## src/hw/rtl/fbpa_pkg.sv

```systemverilog
// Shared types, widths and codes for the fixed block pool allocator.
package fbpa_pkg;

	localparam int BASE_W      = 32;
	localparam int BB_W        = 17;
	localparam int CNT_W       = 7;
	localparam int KIND_W      = 2;
	localparam int STAT_W      = 2;
	localparam int CFG_W       = 32;
	localparam int CFG_IDX_W   = 2;
	localparam int ROW_BITS    = 32;
	localparam int POS_W       = 5;
	localparam int SCAN_W      = CNT_W - POS_W;
	localparam int QUOT_W      = CNT_W;
	localparam int STEP_W      = 3;
	localparam int SPAN_W      = BB_W + CNT_W;

	localparam logic [BASE_W-1:0] BASE_RESET = '0;
	localparam logic [BB_W-1:0]   BB_RESET   = 17'd4096;
	localparam logic [CNT_W-1:0]  NBLK_RESET = 7'd64;

	localparam int DEF_MAX_BLOCKS = 64;
	localparam int DEF_ADDR_BITS  = 32;

	typedef enum logic [KIND_W-1:0] {
		KIND_ALLOC   = 2'd0,
		KIND_RELEASE = 2'd1,
		KIND_CHECK   = 2'd2,
		KIND_UNKNOWN = 2'd3
	} kind_t;

	typedef enum logic [STAT_W-1:0] {
		ST_OK           = 2'd0,
		ST_EMPTY        = 2'd1,
		ST_OUTSIDE      = 2'd2,
		ST_ALREADY_FREE = 2'd3
	} status_t;

	typedef enum logic [CFG_IDX_W-1:0] {
		CFG_POOL_BASE   = 2'd0,
		CFG_BLOCK_BYTES = 2'd1,
		CFG_BLOCKS      = 2'd2
	} cfg_reg_t;

	typedef enum logic [3:0] {
		S_IDLE,
		S_PREP,
		S_RANGE,
		S_DIV,
		S_RD,
		S_REL,
		S_SCAN_RD,
		S_SCAN,
		S_MUL,
		S_SUM,
		S_DONE
	} state_t;

	typedef struct packed {
		logic load;
		logic prep;
		logic range_chk;
		logic div_start;
		logic take_quot;
		logic rd_idx;
		logic rd_scan;
		logic scan_next;
		logic scan_empty;
		logic alloc_commit;
		logic rel_commit;
		logic mul;
		logic sum;
		logic out_load;
	} cmd_t;

	typedef struct packed {
		kind_t kind;
		logic  in_pool;
		logic  div_done;
		logic  scan_found;
		logic  scan_last;
	} stat_t;

endpackage

```

## src/hw/rtl/fbpa_div.sv

```systemverilog
// Restoring divider that yields the block index, one quotient bit per cycle.
module fbpa_div (
	input  logic                        clk,
	input  logic                        arst_n,
	input  logic                        start,
	input  logic [fbpa_pkg::BASE_W-1:0] dividend,
	input  logic [fbpa_pkg::BB_W-1:0]   divisor,
	output logic                        done,
	output logic [fbpa_pkg::QUOT_W-1:0] quotient
);
	import fbpa_pkg::*;

	logic [BASE_W-1:0] rem_q;
	logic [QUOT_W-1:0] quot_q;
	logic [STEP_W-1:0] step_q;
	logic              busy_q;
	logic              done_q;
	logic [BASE_W-1:0] trial;

	assign trial = BASE_W'(divisor) << step_q;

	always_ff @(posedge clk or negedge arst_n) begin
		if (!arst_n) begin
			busy_q <= 1'b0;
			done_q <= 1'b0;
		end else if (start) begin
			busy_q <= 1'b1;
			done_q <= 1'b0;
		end else if (busy_q && step_q == '0) begin
			busy_q <= 1'b0;
			done_q <= 1'b1;
		end
	end

	always_ff @(posedge clk) begin
		if (start) begin
			rem_q  <= dividend;
			quot_q <= '0;
			step_q <= STEP_W'(QUOT_W - 1);
		end else if (busy_q) begin
			if (rem_q >= trial) begin
				rem_q          <= rem_q - trial;
				quot_q[step_q] <= 1'b1;
			end
			step_q <= step_q - STEP_W'(1);
		end
	end

	assign done     = done_q;
	assign quotient = quot_q;

endmodule

```

## src/hw/rtl/fbpa_dp.sv

```systemverilog
// Datapath: configuration, used map memory, range check, index math and result registers.
module fbpa_dp #(
	parameter int MAX_BLOCKS = fbpa_pkg::DEF_MAX_BLOCKS,
	parameter int ADDR_BITS  = fbpa_pkg::DEF_ADDR_BITS
) (
	input  logic                           clk,
	input  logic                           arst_n,
	input  logic                           cfg_we,
	input  logic [fbpa_pkg::CFG_IDX_W-1:0] cfg_index,
	input  logic [fbpa_pkg::CFG_W-1:0]     cfg_data,
	input  logic [fbpa_pkg::KIND_W-1:0]    kind,
	input  logic [fbpa_pkg::BASE_W-1:0]    address,
	input  fbpa_pkg::cmd_t                 cmd,
	output fbpa_pkg::stat_t                stat,
	output logic [fbpa_pkg::BASE_W-1:0]    block_address,
	output logic [fbpa_pkg::STAT_W-1:0]    status,
	output logic                           inside_pool,
	output logic [fbpa_pkg::CNT_W-1:0]     blocks_used
);
	import fbpa_pkg::*;

	localparam int ROWS      = (MAX_BLOCKS + ROW_BITS - 1) / ROW_BITS;
	localparam int ROW_IDX_W = (ROWS > 1) ? $clog2(ROWS) : 1;
	localparam logic [CNT_W-1:0] MAX_CLAMP =
		(MAX_BLOCKS >= (1 << CNT_W)) ? '1 : CNT_W'(MAX_BLOCKS);

	logic [BASE_W-1:0] pool_base_q;
	logic [BB_W-1:0]   block_bytes_q;
	logic [CNT_W-1:0]  blocks_in_pool_q;

	kind_t             kind_q;
	logic [BASE_W-1:0] addr_q;
	logic [BB_W-1:0]   eff_bb_q;
	logic [CNT_W-1:0]  eff_n_q;
	logic [SPAN_W-1:0] span_q;
	logic              below_q;
	logic [BASE_W-1:0] diff_q;
	logic [QUOT_W-1:0] idx_q;
	logic [SCAN_W-1:0] scan_row_q;
	logic [SPAN_W-1:0] prod_q;
	logic [CNT_W-1:0]  used_count_q;

	logic [BASE_W-1:0] res_addr_q;
	status_t           res_status_q;
	logic              res_inside_q;

	logic [BASE_W-1:0] out_addr_q;
	status_t           out_status_q;
	logic              out_inside_q;
	logic [CNT_W-1:0]  out_used_q;

	logic [ROW_BITS-1:0] map_mem [ROWS];
	logic [ROWS-1:0]     row_vld_q;
	logic [ROW_BITS-1:0] rd_q;
	logic                rd_vld_q;

	logic [BB_W-1:0]      eff_bb_c;
	logic [CNT_W-1:0]     eff_n_c;
	logic [BASE_W-1:0]    base_c;
	logic                 inside_c;
	logic [ROW_BITS-1:0]  row_c;
	logic [ROW_BITS-1:0]  avail_c;
	logic                 found_c;
	logic [POS_W-1:0]     found_pos_c;
	logic [CNT_W:0]       next_start_c;
	logic                 last_c;
	logic                 bit_used_c;
	logic                 div_done;
	logic [QUOT_W-1:0]    quot;

	logic                 mem_we;
	logic [ROW_IDX_W-1:0] mem_wa;
	logic [ROW_BITS-1:0]  mem_wd;
	logic                 mem_re;
	logic [ROW_IDX_W-1:0] mem_ra;

	assign eff_bb_c = (block_bytes_q == '0) ? BB_W'(1) : block_bytes_q;
	assign eff_n_c  = (blocks_in_pool_q > MAX_CLAMP) ? MAX_CLAMP : blocks_in_pool_q;
	assign base_c   = BASE_W'(ADDR_BITS'(pool_base_q));
	assign inside_c = !below_q && (diff_q < BASE_W'(span_q));
	assign row_c    = rd_vld_q ? rd_q : '0;

	always_comb begin
		for (int j = 0; j < ROW_BITS; j++) begin
			avail_c[j] = !row_c[j] && ({scan_row_q, POS_W'(j)} < eff_n_q);
		end
		found_c     = 1'b0;
		found_pos_c = '0;
		for (int j = ROW_BITS - 1; j >= 0; j--) begin
			if (avail_c[j]) begin
				found_c     = 1'b1;
				found_pos_c = POS_W'(j);
			end
		end
	end

	assign next_start_c = {({1'b0, scan_row_q} + (SCAN_W + 1)'(1)), POS_W'(0)};
	assign last_c       = next_start_c >= {1'b0, eff_n_q};
	assign bit_used_c   = row_c[idx_q[POS_W-1:0]];

	always_comb begin
		mem_we = 1'b0;
		mem_wa = ROW_IDX_W'(idx_q >> POS_W);
		mem_wd = row_c & ~(ROW_BITS'(1) << idx_q[POS_W-1:0]);
		mem_re = 1'b0;
		mem_ra = ROW_IDX_W'(idx_q >> POS_W);
		if (cmd.rd_idx) begin
			mem_re = 1'b1;
		end
		if (cmd.rd_scan) begin
			mem_re = 1'b1;
			mem_ra = ROW_IDX_W'(scan_row_q);
		end
		if (cmd.rel_commit && bit_used_c) begin
			mem_we = 1'b1;
		end
		if (cmd.alloc_commit) begin
			mem_we = 1'b1;
			mem_wa = ROW_IDX_W'(scan_row_q);
			mem_wd = row_c | (ROW_BITS'(1) << found_pos_c);
		end
	end

	always_ff @(posedge clk) begin
		if (mem_we) begin
			map_mem[mem_wa] <= mem_wd;
		end
		if (mem_re) begin
			rd_q <= map_mem[mem_ra];
		end
	end

	always_ff @(posedge clk or negedge arst_n) begin
		if (!arst_n) begin
			row_vld_q <= '0;
			rd_vld_q  <= 1'b0;
		end else begin
			if (mem_we) begin
				row_vld_q[mem_wa] <= 1'b1;
			end
			if (mem_re) begin
				rd_vld_q <= row_vld_q[mem_ra];
			end
		end
	end

	always_ff @(posedge clk or negedge arst_n) begin
		if (!arst_n) begin
			pool_base_q      <= BASE_RESET;
			block_bytes_q    <= BB_RESET;
			blocks_in_pool_q <= NBLK_RESET;
		end else if (cfg_we) begin
			unique case (cfg_reg_t'(cfg_index))
				CFG_POOL_BASE:   pool_base_q      <= BASE_W'(cfg_data);
				CFG_BLOCK_BYTES: block_bytes_q    <= BB_W'(cfg_data);
				CFG_BLOCKS:      blocks_in_pool_q <= CNT_W'(cfg_data);
				default: ;
			endcase
		end
	end

	always_ff @(posedge clk or negedge arst_n) begin
		if (!arst_n) begin
			used_count_q <= '0;
		end else if (cmd.alloc_commit && found_c) begin
			used_count_q <= used_count_q + CNT_W'(1);
		end else if (cmd.rel_commit && bit_used_c) begin
			used_count_q <= used_count_q - CNT_W'(1);
		end
	end

	always_ff @(posedge clk) begin
		if (cmd.load) begin
			kind_q <= kind_t'(kind);
			addr_q <= address;
		end
		if (cmd.prep) begin
			eff_bb_q     <= eff_bb_c;
			eff_n_q      <= eff_n_c;
			span_q       <= SPAN_W'(eff_bb_c) * SPAN_W'(eff_n_c);
			below_q      <= addr_q < base_c;
			diff_q       <= addr_q - base_c;
			scan_row_q   <= '0;
			res_addr_q   <= '0;
			res_status_q <= ST_OK;
			res_inside_q <= 1'b0;
		end
		if (cmd.range_chk) begin
			res_inside_q <= inside_c;
			if (!inside_c && kind_q == KIND_RELEASE) begin
				res_status_q <= ST_OUTSIDE;
			end
		end
		if (cmd.take_quot) begin
			idx_q <= quot;
		end
		if (cmd.scan_next) begin
			scan_row_q <= scan_row_q + SCAN_W'(1);
		end
		if (cmd.scan_empty) begin
			res_status_q <= ST_EMPTY;
		end
		if (cmd.alloc_commit) begin
			idx_q <= {scan_row_q, found_pos_c};
		end
		if (cmd.rel_commit && !bit_used_c) begin
			res_status_q <= ST_ALREADY_FREE;
		end
		if (cmd.mul) begin
			prod_q <= SPAN_W'(idx_q) * SPAN_W'(eff_bb_q);
		end
		if (cmd.sum) begin
			res_addr_q <= BASE_W'(ADDR_BITS'(pool_base_q) + ADDR_BITS'(prod_q));
		end
		if (cmd.out_load) begin
			out_addr_q   <= res_addr_q;
			out_status_q <= res_status_q;
			out_inside_q <= res_inside_q;
			out_used_q   <= used_count_q;
		end
	end

	fbpa_div u_div (
		.clk      (clk),
		.arst_n   (arst_n),
		.start    (cmd.div_start),
		.dividend (diff_q),
		.divisor  (eff_bb_q),
		.done     (div_done),
		.quotient (quot)
	);

	assign stat.kind       = kind_q;
	assign stat.in_pool    = inside_c;
	assign stat.div_done   = div_done;
	assign stat.scan_found = found_c;
	assign stat.scan_last  = last_c;

	assign block_address = out_addr_q;
	assign status        = out_status_q;
	assign inside_pool   = out_inside_q;
	assign blocks_used   = out_used_q;

endmodule

```

## src/hw/rtl/fbpa_ctrl.sv

```systemverilog
// Controller state machine sequencing each request and the result handshake.
module fbpa_ctrl (
	input  logic            clk,
	input  logic            arst_n,
	input  logic            in_valid,
	output logic            in_ready,
	output logic            out_valid,
	input  logic            out_ready,
	input  fbpa_pkg::stat_t stat,
	output fbpa_pkg::cmd_t  cmd
);
	import fbpa_pkg::*;

	state_t state_q;
	state_t state_d;
	logic   out_valid_q;
	logic   out_free;

	assign out_free = !out_valid_q || out_ready;

	always_comb begin
		state_d = state_q;
		unique case (state_q)
			S_IDLE: begin
				if (in_valid) state_d = S_PREP;
			end
			S_PREP: begin
				unique case (stat.kind)
					KIND_ALLOC:   state_d = S_SCAN_RD;
					KIND_RELEASE: state_d = S_RANGE;
					KIND_CHECK:   state_d = S_RANGE;
					KIND_UNKNOWN: state_d = S_DONE;
				endcase
			end
			S_RANGE: begin
				state_d = (stat.kind == KIND_RELEASE && stat.in_pool) ? S_DIV : S_DONE;
			end
			S_DIV: begin
				if (stat.div_done) state_d = S_RD;
			end
			S_RD:      state_d = S_REL;
			S_REL:     state_d = S_DONE;
			S_SCAN_RD: state_d = S_SCAN;
			S_SCAN: begin
				priority if (stat.scan_found) state_d = S_MUL;
				else if (stat.scan_last) state_d = S_DONE;
				else state_d = S_SCAN_RD;
			end
			S_MUL: state_d = S_SUM;
			S_SUM: state_d = S_DONE;
			S_DONE: begin
				if (out_free) state_d = S_IDLE;
			end
			default: state_d = S_IDLE;
		endcase
	end

	always_comb begin
		cmd      = '0;
		in_ready = 1'b0;
		unique case (state_q)
			S_IDLE: begin
				in_ready = 1'b1;
				cmd.load = in_valid;
			end
			S_PREP:  cmd.prep = 1'b1;
			S_RANGE: begin
				cmd.range_chk = 1'b1;
				cmd.div_start = stat.kind == KIND_RELEASE && stat.in_pool;
			end
			S_DIV:     cmd.take_quot = stat.div_done;
			S_RD:      cmd.rd_idx = 1'b1;
			S_REL:     cmd.rel_commit = 1'b1;
			S_SCAN_RD: cmd.rd_scan = 1'b1;
			S_SCAN: begin
				cmd.alloc_commit = stat.scan_found;
				cmd.scan_empty   = !stat.scan_found && stat.scan_last;
				cmd.scan_next    = !stat.scan_found && !stat.scan_last;
			end
			S_MUL:  cmd.mul = 1'b1;
			S_SUM:  cmd.sum = 1'b1;
			S_DONE: cmd.out_load = out_free;
			default: ;
		endcase
	end

	always_ff @(posedge clk or negedge arst_n) begin
		if (!arst_n) begin
			state_q     <= S_IDLE;
			out_valid_q <= 1'b0;
		end else begin
			state_q <= state_d;
			if (cmd.out_load) begin
				out_valid_q <= 1'b1;
			end else if (out_ready) begin
				out_valid_q <= 1'b0;
			end
		end
	end

	assign out_valid = out_valid_q;

endmodule

```

## src/hw/rtl/fixed_block_pool_allocator_core.sv

```systemverilog
// Top level of the fixed block pool allocator.
//
// Requests enter on the in channel (in_valid/in_ready) as one beat of kind and
// address; each request yields exactly one result beat on the out channel
// (out_valid/out_ready) carrying block_address, status, inside_pool and
// blocks_used. One request is worked on at a time; in_ready is high only
// while the controller is idle.
// Steps from accept to result: check and release outside the pool run
// prepare and range check; an unknown kind goes from prepare to done;
// release inside the pool adds the 7-step block-index divider, a used map
// read and the release commit; allocate reads and scans the used map one
// 32-block row at a time, then multiplies and adds for the address when a
// block is found. The controller is idle in the cycle after loading a result.
// The result sits in an output register, so the next request is accepted
// while a result still waits; a stalled receiver holds the result and the
// following request finishes and then waits for the output register.
// Configuration writes (cfg_we, cfg_index, cfg_data) take effect at once and
// belong only to idle periods; index 3 is ignored.
// Reset clears the used map (per-row valid flops, no clearing pass), the used
// count and the handshake state, and loads the register defaults.
module fixed_block_pool_allocator_core #(
	parameter int MAX_BLOCKS = fbpa_pkg::DEF_MAX_BLOCKS,
	parameter int ADDR_BITS  = fbpa_pkg::DEF_ADDR_BITS
) (
	input  logic                           clk,
	input  logic                           arst_n,
	input  logic                           cfg_we,
	input  logic [fbpa_pkg::CFG_IDX_W-1:0] cfg_index,
	input  logic [fbpa_pkg::CFG_W-1:0]     cfg_data,
	input  logic                           in_valid,
	output logic                           in_ready,
	input  logic [fbpa_pkg::KIND_W-1:0]    kind,
	input  logic [fbpa_pkg::BASE_W-1:0]    address,
	output logic                           out_valid,
	input  logic                           out_ready,
	output logic [fbpa_pkg::BASE_W-1:0]    block_address,
	output logic [fbpa_pkg::STAT_W-1:0]    status,
	output logic                           inside_pool,
	output logic [fbpa_pkg::CNT_W-1:0]     blocks_used
);
	import fbpa_pkg::*;

	cmd_t  cmd;
	stat_t stat;

	fbpa_ctrl u_ctrl (
		.clk       (clk),
		.arst_n    (arst_n),
		.in_valid  (in_valid),
		.in_ready  (in_ready),
		.out_valid (out_valid),
		.out_ready (out_ready),
		.stat      (stat),
		.cmd       (cmd)
	);

	fbpa_dp #(
		.MAX_BLOCKS (MAX_BLOCKS),
		.ADDR_BITS  (ADDR_BITS)
	) u_dp (
		.clk           (clk),
		.arst_n        (arst_n),
		.cfg_we        (cfg_we),
		.cfg_index     (cfg_index),
		.cfg_data      (cfg_data),
		.kind          (kind),
		.address       (address),
		.cmd           (cmd),
		.stat          (stat),
		.block_address (block_address),
		.status        (status),
		.inside_pool   (inside_pool),
		.blocks_used   (blocks_used)
	);

endmodule
```

## config.mk

```make
export PLATFORM = sky130hd
export DESIGN_NAME = fixed_block_pool_allocator_core
export DESIGN_NICKNAME = d
export VERILOG_FILES = /design/src/hw/rtl/fbpa_pkg.sv /design/src/hw/rtl/fbpa_div.sv /design/src/hw/rtl/fbpa_dp.sv /design/src/hw/rtl/fbpa_ctrl.sv /design/src/hw/rtl/fixed_block_pool_allocator_core.sv
export SDC_FILE = /design/constraint.sdc
export NUM_CORES = 1
export LEC_CHECK = 0
export ABC_AREA = 1
export BUFFER_PORTS_ARGS = -buffer_cell sky130_fd_sc_hd__clkbuf_2
export CAP_MARGIN = 10
export CORE_MARGIN = 5
export CORE_UTILIZATION = 53
export DETAILED_ROUTE_END_ITERATION = 10
export PLACE_DENSITY = 0.78
export SETUP_SLACK_MARGIN = 0.3
export SLEW_MARGIN = 20
export SYNTH_ARGS = -nofsm -noshare
export SYNTH_HDL_FRONTEND = slang
export SYNTH_SLANG_ARGS = --single-unit
```

## constraint.sdc

```tcl
create_clock -name clk -period 7.9 [get_ports clk]
set_clock_uncertainty 0.05 [all_clocks]
set_input_delay 1.185 -clock clk [delete_from_list [all_inputs] [get_ports clk]]
set_output_delay 1.185 -clock clk [all_outputs]
set_load 0.01 [all_outputs]
```

==> key figures, run 1 <==
Power
  • Clock share of power: 0.176
  • Internal: around 7.3 mW
  • Pwr dens: roughly 400 nW/um^2
  • Worst VDD drop: 0.000294 V
  • Switching power: ~5.5 mW
  • Sequential power share: 0.299
  • LEAKAGE: around 15 nW
  • Combinational share of power: 0.525
  • Sw Ratio: 0.431

Detailed routing
  • Avg WL per Cell: between 15 and 20 um
  • Drt pass-1 iters: 6
  • Via Count: roughly 22000
  • Routed Antenna Nets: 0
  • Vias per cell: 5.57
  • Total Routed Length: 73.5 mm
  • 1st-iter DRT viols: roughly 2200
  • DRC Markers: 0

Clock tree
  • # H-tree levels: 2
  • Clk_lat worst skew: around 0.58 ns
  • Clock slew seen by the registers of the worst setup and hold paths: 0.06 ns
  • Longest Clk Path Bufs: 3
  • Post-CTS setup buffer count: 0
  • Cts bufs inserted: 47
  • Post-cts resize count: 0
  • TritonCTS clock tree: done
  • Hold buffers post-CTS: 0
  • Root buffer cell: clkbuf_16
  • CTS sink cnt: around 440

Synthesis
  • Multiplexer share of the synthesized area: 0.00137
  • Synth Area in Adders: 0.191
  • Number of enable flip-flop cells after synthesis: around 350
  • Combinational family with the most area after synthesis: adder cells
  • Yosys warning total: 0
  • Seq/Total Area, Yosys: 0.432
  • Gate Count Post-Synth: 3209
  • Mapped Area: about 30000 um^2
  • Synth Register Bits: 436
  • Syn Nets: between 3000 and 4000
  • Distinct cells, synth: 59
  • Syn avg cell area: about 9 um^2
  • Synth Flop Type: edfxtp_1
  • Synth Area in Simple Gates: 0.164
  • Synth Area in Compound Gates: 0.0966
  • Area share of xor/xnor cells in the synthesized design: 0.0321
  • Async SR Flop Fraction: 0.167

GRT
  • Gr usage total: 0.244
  • Largest net degree at the start of global routing: around 80
  • Global-route wire length before repair: 116 mm
  • Initial antenna violation count: 0
  • Vias in the first global route: approximately 22000
  • Gr ovfl total: 0

Timing
  • Final hold vios: 0
  • TNS Setup: 0 ns
  • RSZ-0062 raised after global routing: false
  • Final worst-path cycle share: 0.818
  • Final setup viols: 0
  • Slew Limit Fails: 0
  • Worst-margin pin slew: between 1 and 1.5 ns
  • F_max: 155 MHz
  • Slew HR: 0.308
  • Minimum clock period: about 6.5 ns

Die
  • Core Box Area: between 50000 and 60000 um^2
  • Die width: roughly 240 um
  • Die outline height: between 200 and 250 um
  • Cell row count: 86
  • Die ar.: about 60000 um^2
  • Initial Utilization: 0.532
  • Io pins: between 100 and 150

Layout
  • Share of cells above drive strength 1: 0.0760
  • # fillers: about 4700
  • Design Area, Final: between 30000 and 40000 um^2
  • # nets final: about 3700
  • Syn-to-layout area delta: 9.50%
  • Diode count: 0
  • Non-Filler Instances: 4006

Placed design
  • Final GP Congestion: 0.987
  • Cell Area, Placed: ~30000 um^2
  • DP Cell Count: 3919
  • IO Port Bufs: 116
  • Post-DP HPWL: 55.2 mm

Run status
  • Status: complete, no violations

Worst setup path
  • Crit path required time: slightly above 8 ns
  • Crit path max fanout: 16
  • Slowest cell on crit path: fa_1
  • Cell repeated most along the worst path: nand2_1
  • WP data arrival: 6.74 ns
  • Kind of critical path: reg2reg
  • CP Capture Type: register
  • R2r worst-path depth: 32
  • Crit start category: register
  • RR Endpoint: u_dp.span_q[23]
  • R2r setup slk: between 1 and 1.5 ns
  • Reg2reg start: u_dp.blocks_in_pool_q[2]
  • Critical Path Max Stage Delay: ~0.56 ns

Min path
  • Hold worst-path end: u_dp.block_address[5]
  • Hold-critical path depth: 0
  • Hold path start: u_dp.res_addr_q[5]
  • Min-delay worst type: reg2reg

Run
  • # Max-Cap Violations: 0
==> final cells by class <==
| class | instances | area (um^2) | area share |
|---|---|---|---|
| inverter | 516 | 1940 | 0.0606 |
| multi-input combinational | 2125 | 14200 | 0.445 |
| timing repair buffer | 139 | 779 | 0.0244 |
| tap | 704 | 881 | 0.0275 |
| sequential | 436 | 12600 | 0.394 |
| clock inverter | 27 | 299 | 0.00935 |
| clock buffer | 59 | 1260 | 0.0394 |
==> cell families (layout without fill, tap and decap cells) <==
kind of cell / Yosys count / after routing
AO/OA/AOI/OAI: 495 / 495
XOR/XNOR: 107 / 107
adder cells (fa/ha/maj): 353 / 353
buffers and inverters: 648 / 741
flip-flops: 436 / 436
multiplexers: 4 / 4
AND/OR/NAND/NOR: 1166 / 1166
==> routing by layer <==
layer / global-route usage / vias up / share of wire
met3: 0.0495 / 152 / 0.091
met1: 0.338 / 10623 / 0.42
met4: 0.0851 / 0 / 0.033
met2: 0.386 / 893 / 0.46
met5: 0 / - / 0
li1: - / 10626 / -
==> cell usage after synthesis, types with 3 or more instances <==
cell	count	area [um^2]
nand2_1	780	2930
inv_1	504	1890
edfxtp_1	351	10500
ha_1	200	2500
nor2_1	192	721
a21oi_1	188	941
o21ai_0	172	861
fa_1	153	3060
clkbuf_1	115	432
nand3_1	76	380
dfrtp_1	71	1780
xor2_1	69	604
nand4_1	60	375
xnor2_1	38	333
nor3_1	32	160
o21bai_1	20	150
o211ai_1	18	135
o21ai_1	18	90.1
buf_1	12	45.0
dfxtp_1	12	240
o21a_1	12	90.1
a31oi_1	10	62.6
nor4_1	10	62.6
o31ai_1	9	67.6
inv_2	8	30.0
a21o_1	7	52.6
o2111ai_1	5	43.8
o22ai_1	5	31.3
a211oi_1	4	30.0
buf_2	4	20.0
clkinv_1	4	15.0
mux2i_1	4	40.0
o221ai_1	4	35.0
a21oi_2	3	26.3
nor2_2	3	18.8
nor2_8	3	60.1
==> worst max-delay path by stage <==
stage,start,to,slack [ns],cells past startpoint
final,u_dp.blocks_in_pool_q[2],u_dp.span_q[23],1.44,32
after floorplan,u_dp.idx_q[2],u_dp.prod_q[23],2.22,33
after detailed placement,u_dp.blocks_in_pool_q[2],u_dp.span_q[23],1.51,32
after global placement,u_dp.blocks_in_pool_q[2],u_dp.span_q[23],1.61,32
after global routing,u_dp.blocks_in_pool_q[2],u_dp.span_q[22],0.84,32
after CTS,u_dp.blocks_in_pool_q[2],u_dp.span_q[23],1.46,32
==> critical path, delay by kind of cell (launching register included) <==
family          cells  cell delay (ns)
xor+xnor            1             0.13
compound gates      8             1.14
fa+ha+maj           5             2.40
buf+inv             2             0.48
simple gates       16             1.60
flops               1             0.40
==> placed cells by master (no fill, tap or decap), types with 9 or more instances in the layout <==
| cell type | instances |
|---|---|
| nand4_1 | 60 |
| nor2_1 | 183 |
| o31ai_1 | 9 |
| o211ai_1 | 18 |
| dfrtp_1 | 71 |
| o21ai_1 | 17 |
| nand3_1 | 75 |
| o21ai_0 | 172 |
| a21oi_1 | 188 |
| nand2_1 | 779 |
| a31oi_1 | 10 |
| dfxtp_1 | 12 |
| buf_4 | 22 |
| nor4_1 | 10 |
| clkbuf_16 | 47 |
| edfxtp_1 | 351 |
| inv_1 | 503 |
| o21bai_1 | 20 |
| ha_1 | 200 |
| clkinv_1 | 14 |
| xor2_1 | 69 |
| o21a_1 | 12 |
| xnor2_1 | 38 |
| nor3_1 | 32 |
| clkbuf_2 | 115 |
| fa_1 | 153 |
==> through the flow <==
stage | setup WS, ns | utilization | power [mW] | hold WS (ns)
after floorplan | 2.22 | - | 8.70 | 0.350
after global placement | 1.61 | 0.554 | 10.3 | 0.352
after detailed placement | 1.51 | 0.554 | 10.4 | 0.355
after CTS | 1.46 | 0.582 | 12.8 | 0.368
after global routing | 0.842 | 0.583 | 13.8 | 0.372
final | 1.44 | 0.583 | 12.8 | 0.367
==> state kept, by name, indices dropped and copies added (netlist names), 17 cells and up <==
name	count
u_dp.addr_q	32
u_dp.base_c	32
u_dp.block_address	32
u_dp.block_bytes_q	17
u_dp.diff_q	32
u_dp.eff_bb_q	17
u_dp.map_mem	64
u_dp.prod_q	24
u_dp.rd_q	32
u_dp.res_addr_q	32
u_dp.span_q	24
u_dp.u_div.rem_q	32
==> power groups by stage <==
stage	logic (mW)	registers (mW)	clock network, mW
after floorplan	5.08	3.62	0
after detailed placement	6.61	3.84	0
after CTS	6.69	3.80	2.28
after global routing	7.61	3.85	2.38
final	6.70	3.81	2.24
after global placement	6.45	3.83	0
No activity file was read; power rests on OpenSTA's default activity.
==> run 2, diff against run 1 <==
Settings changed: ABC_AREA 1 to 0.
Clock period 7.9 ns to 6.14 ns, I/O delays scaled along.
==> key figures, run 2 <==
Run status
  • Status: complete, no violations

Layout
  • Share of cells above drive strength 1: 0.147
  • Syn-to-layout area delta: 11.8%
  • # nets final: about 3400
  • Max reg flops: 64
  • Biggest register: u_dp.map_mem
  • Most frequent cells in the layout: nand2_1, edfxtp_1, inv_1, ha_1, fa_1
  • # fillers: around 4500
  • Area occupied by multi-input gates: 16300 um^2
  • Commonest non-fill, non-tap cell in the layout: nand2_1
  • Sequential cell area: 12600 um^2
  • Design Area, Final: between 30000 and 40000 um^2
  • Non-Filler Instances: around 3800
  • Util after Layout: 0.598

Detailed routing
  • 1st-iter DRT viols: just under 2000
  • Avg WL per Cell: roughly 21 um
  • Via Count: 22896
  • DRC Markers: 0
  • Total Routed Length: between 70 and 80 mm
  • Routed Antenna Nets: 0
  • Vias per cell: slightly above 6
  • Drt pass-1 iters: 6

Synthesis
  • Syn Nets: approximately 3300
  • Most instantiated cells after synthesis: nand2_1, edfxtp_1, inv_1
  • Synth top area cells: edfxtp_1, fa_1, ha_1
  • Gate Count Post-Synth: roughly 2900
  • Number of enable flip-flop cells after synthesis: around 350
  • Async SR Flop Fraction: 0.167
  • Leading area contributor after synthesis: edfxtp_1
  • Syn avg cell area: 10.4 um^2
  • Synth Register Bits: roughly 440
  • Distinct cells, synth: between 90 and 100
  • Top cell type's share of synthesized area: 0.349
  • Mapped Area: just over 30000 um^2
  • Synth Flop Type: edfxtp_1
  • Most frequent cell after synthesis: nand2_1
  • Seq/Total Area, Yosys: 0.417
  • Yosys warning total: 0

Run
  • # Max-Cap Violations: 0

GRT
  • Largest net degree at the start of global routing: 64
  • Global-route wire length before repair: around 130 mm
  • Initial antenna violation count: 3
  • Gr usage total: 0.251
  • Vias in the first global route: about 23000
  • Gr ovfl total: 0

Worst setup path
  • Crit path required time: ~6.5 ns
  • R2r worst-path depth: 24
  • R2r setup slk: ~0.076 ns
  • RR Endpoint: u_dp.span_q[19]
  • Crit start category: register
  • CP Capture Type: register
  • Reg2reg start: u_dp.block_bytes_q[3]
  • Crit path max fanout: 4
  • WP data arrival: roughly 6.4 ns
  • Kind of critical path: reg2reg

Power
  • LEAKAGE: 14.0 nW
  • Sequential power share: 0.283
  • Internal: between 10 and 15 mW
  • Clock share of power: 0.177
  • Worst VDD drop: 0.000512 V
  • Final Power: approximately 17 mW
  • Switching power: 7.24 mW
  • Pwr dens: 513 nW/um^2
  • Sw Ratio: 0.417
  • Combinational share of power: 0.541

Die
  • Die width: 249 um
  • Cell row count: between 80 and 90
  • Io pins: about 120
  • Die ar.: around 62000 um^2
  • Core Box Area: roughly 56000 um^2
  • Initial Utilization: 0.535
  • Die outline height: around 250 um

Clock tree
  • TritonCTS clock tree: done
  • Clk_lat worst skew: ~0.62 ns
  • Longest Clk Path Bufs: 3
  • # H-tree levels: 2
  • Root buffer cell: clkbuf_16
  • Clock slew seen by the registers of the worst setup and hold paths: 0.06 ns
  • CTS sink cnt: 436
  • Cts bufs inserted: 48

Timing
  • RSZ-0062 raised after global routing: true
  • Slew HR: 0.279
  • Worst-margin pin slew: about 1.1 ns
  • Final worst-path cycle share: 0.988
  • Slew Limit Fails: 0
  • Final hold vios: 0
  • Final setup viols: 0
  • Minimum clock period: between 6 and 7 ns
  • F_max: between 150 and 200 MHz

Placed design
  • Cell Area, Placed: 31700 um^2
  • DP Cell Count: 3677
  • Post-DP HPWL: a little over 60 mm
  • Final GP Congestion: around 0.99
  • IO Port Bufs: around 120

Min path
  • Min-delay worst type: in2async
run 2: cell count changes in the layout (fill, tap and decap cells not counted), sizes merged, moves of 33 or more:
cell,before,now
a21oi,192,119
and2,0,66
buf,24,88
inv,514,246
mux2,0,64
nand2,783,367
nand2b,0,36
nand4,60,20
nor2,198,152
nor2b,0,42
nor3,34,67
xor2,69,27
run 2: critical path, stage by stage (launching register included):
cell and delay, ns:
dfrtp_1 0.38, or4_4 0.55, nor3_4 0.13, a31oi_2 0.13, inv_1 0.12, nand2_1 0.07, fa_1 0.48, fa_1 0.51
fa_2 0.59, inv_2 0.04, fa_2 0.39, ha_4 0.19, a2111oi_4 0.33, nand2b_1 0.14, o32ai_2 0.28, o21ai_2 0.13
o41ai_4 0.29, o21ai_1 0.15, buf_4 0.15, buf_4 0.12, buf_4 0.12, buf_4 0.13, buf_4 0.12, nor2_2 0.10
xnor2_1 0.09
run 2: cell families (layout without fill, tap and decap cells):
| family | Yosys count | after routing | synth area share |
|---|---|---|---|
| simple gates | 911 | 911 | 0.145 |
| mux | 110 | 110 | 0.0461 |
| fa+ha+maj | 353 | 353 | 0.184 |
| buf+inv | 400 | 539 | 0.0521 |
| compound gates | 591 | 591 | 0.128 |
| flops | 436 | 436 | 0.417 |
| xor+xnor | 95 | 95 | 0.0275 |
| other cells | 0 | 3 | 0 |
run 2: timing repair:
item | in CTS | in global routing
cloned | 0 | 0
buffers inserted | 7 | 18
resized for setup | 14 | 12
endpoints found under the setup margin | 3 | 9
pin swaps | 1 | 2
hold buffers | 0 | 0
run 2: worst max-delay path by stage:
| stage | startpoint | to | slack (ns) | cells past startpoint |
|---|---|---|---|---|
| after CTS | u_dp.block_bytes_q[3] | u_dp.span_q[23] | 0.09 | 20 |
| after floorplan | u_dp.block_bytes_q[3] | u_dp.span_q[23] | 0.22 | 21 |
| after global routing | u_dp.block_bytes_q[8] | u_dp.span_q[23] | -0.08 | 20 |
| final | u_dp.block_bytes_q[3] | u_dp.span_q[19] | 0.08 | 24 |
| after global placement | u_dp.block_bytes_q[4] | u_dp.span_q[23] | 0.05 | 20 |
| after detailed placement | u_dp.block_bytes_q[3] | u_dp.span_q[23] | -0.04 | 20 |
run 2: cell type report:
type	count	area share
clock buffer	68	0.0427
tap	756	0.0280
multi-input combinational	2060	0.483
clock inverter	21	0.00811
sequential	436	0.373
timing repair buffer	203	0.0377
antenna	3	0.000222
inverter	247	0.0275
run 2: routing by layer:
layer,GRT usage,vias to the layer above,part of all wire
met1,0.353,11285,0.42
li1,-,10488,-
met3,0.0408,192,0.082
met2,0.398,931,0.46
met4,0.0910,0,0.042
met5,0,-,0
run 2: power by group through the flow:
stage / Sequential (mW) / Combinational, mW / Clock [mW]
after global routing: 4.95 / 10.5 / 3.24
after global placement: 4.93 / 8.66 / 0
after detailed placement: 4.95 / 8.98 / 0
after CTS: 4.90 / 9.19 / 3.11
after floorplan: 4.63 / 7.04 / 0
final: 4.90 / 9.38 / 3.06
run 2: stage by stage:
step                      TNS (ns)  setup WS, ns  hold WS, ns
after floorplan                  0         0.224        0.350
after global placement           0        0.0488        0.352
after detailed placement   -0.0377       -0.0377        0.355
after CTS                        0        0.0931        0.143
after global routing        -0.113       -0.0763        0.171
final                            0        0.0761        0.163
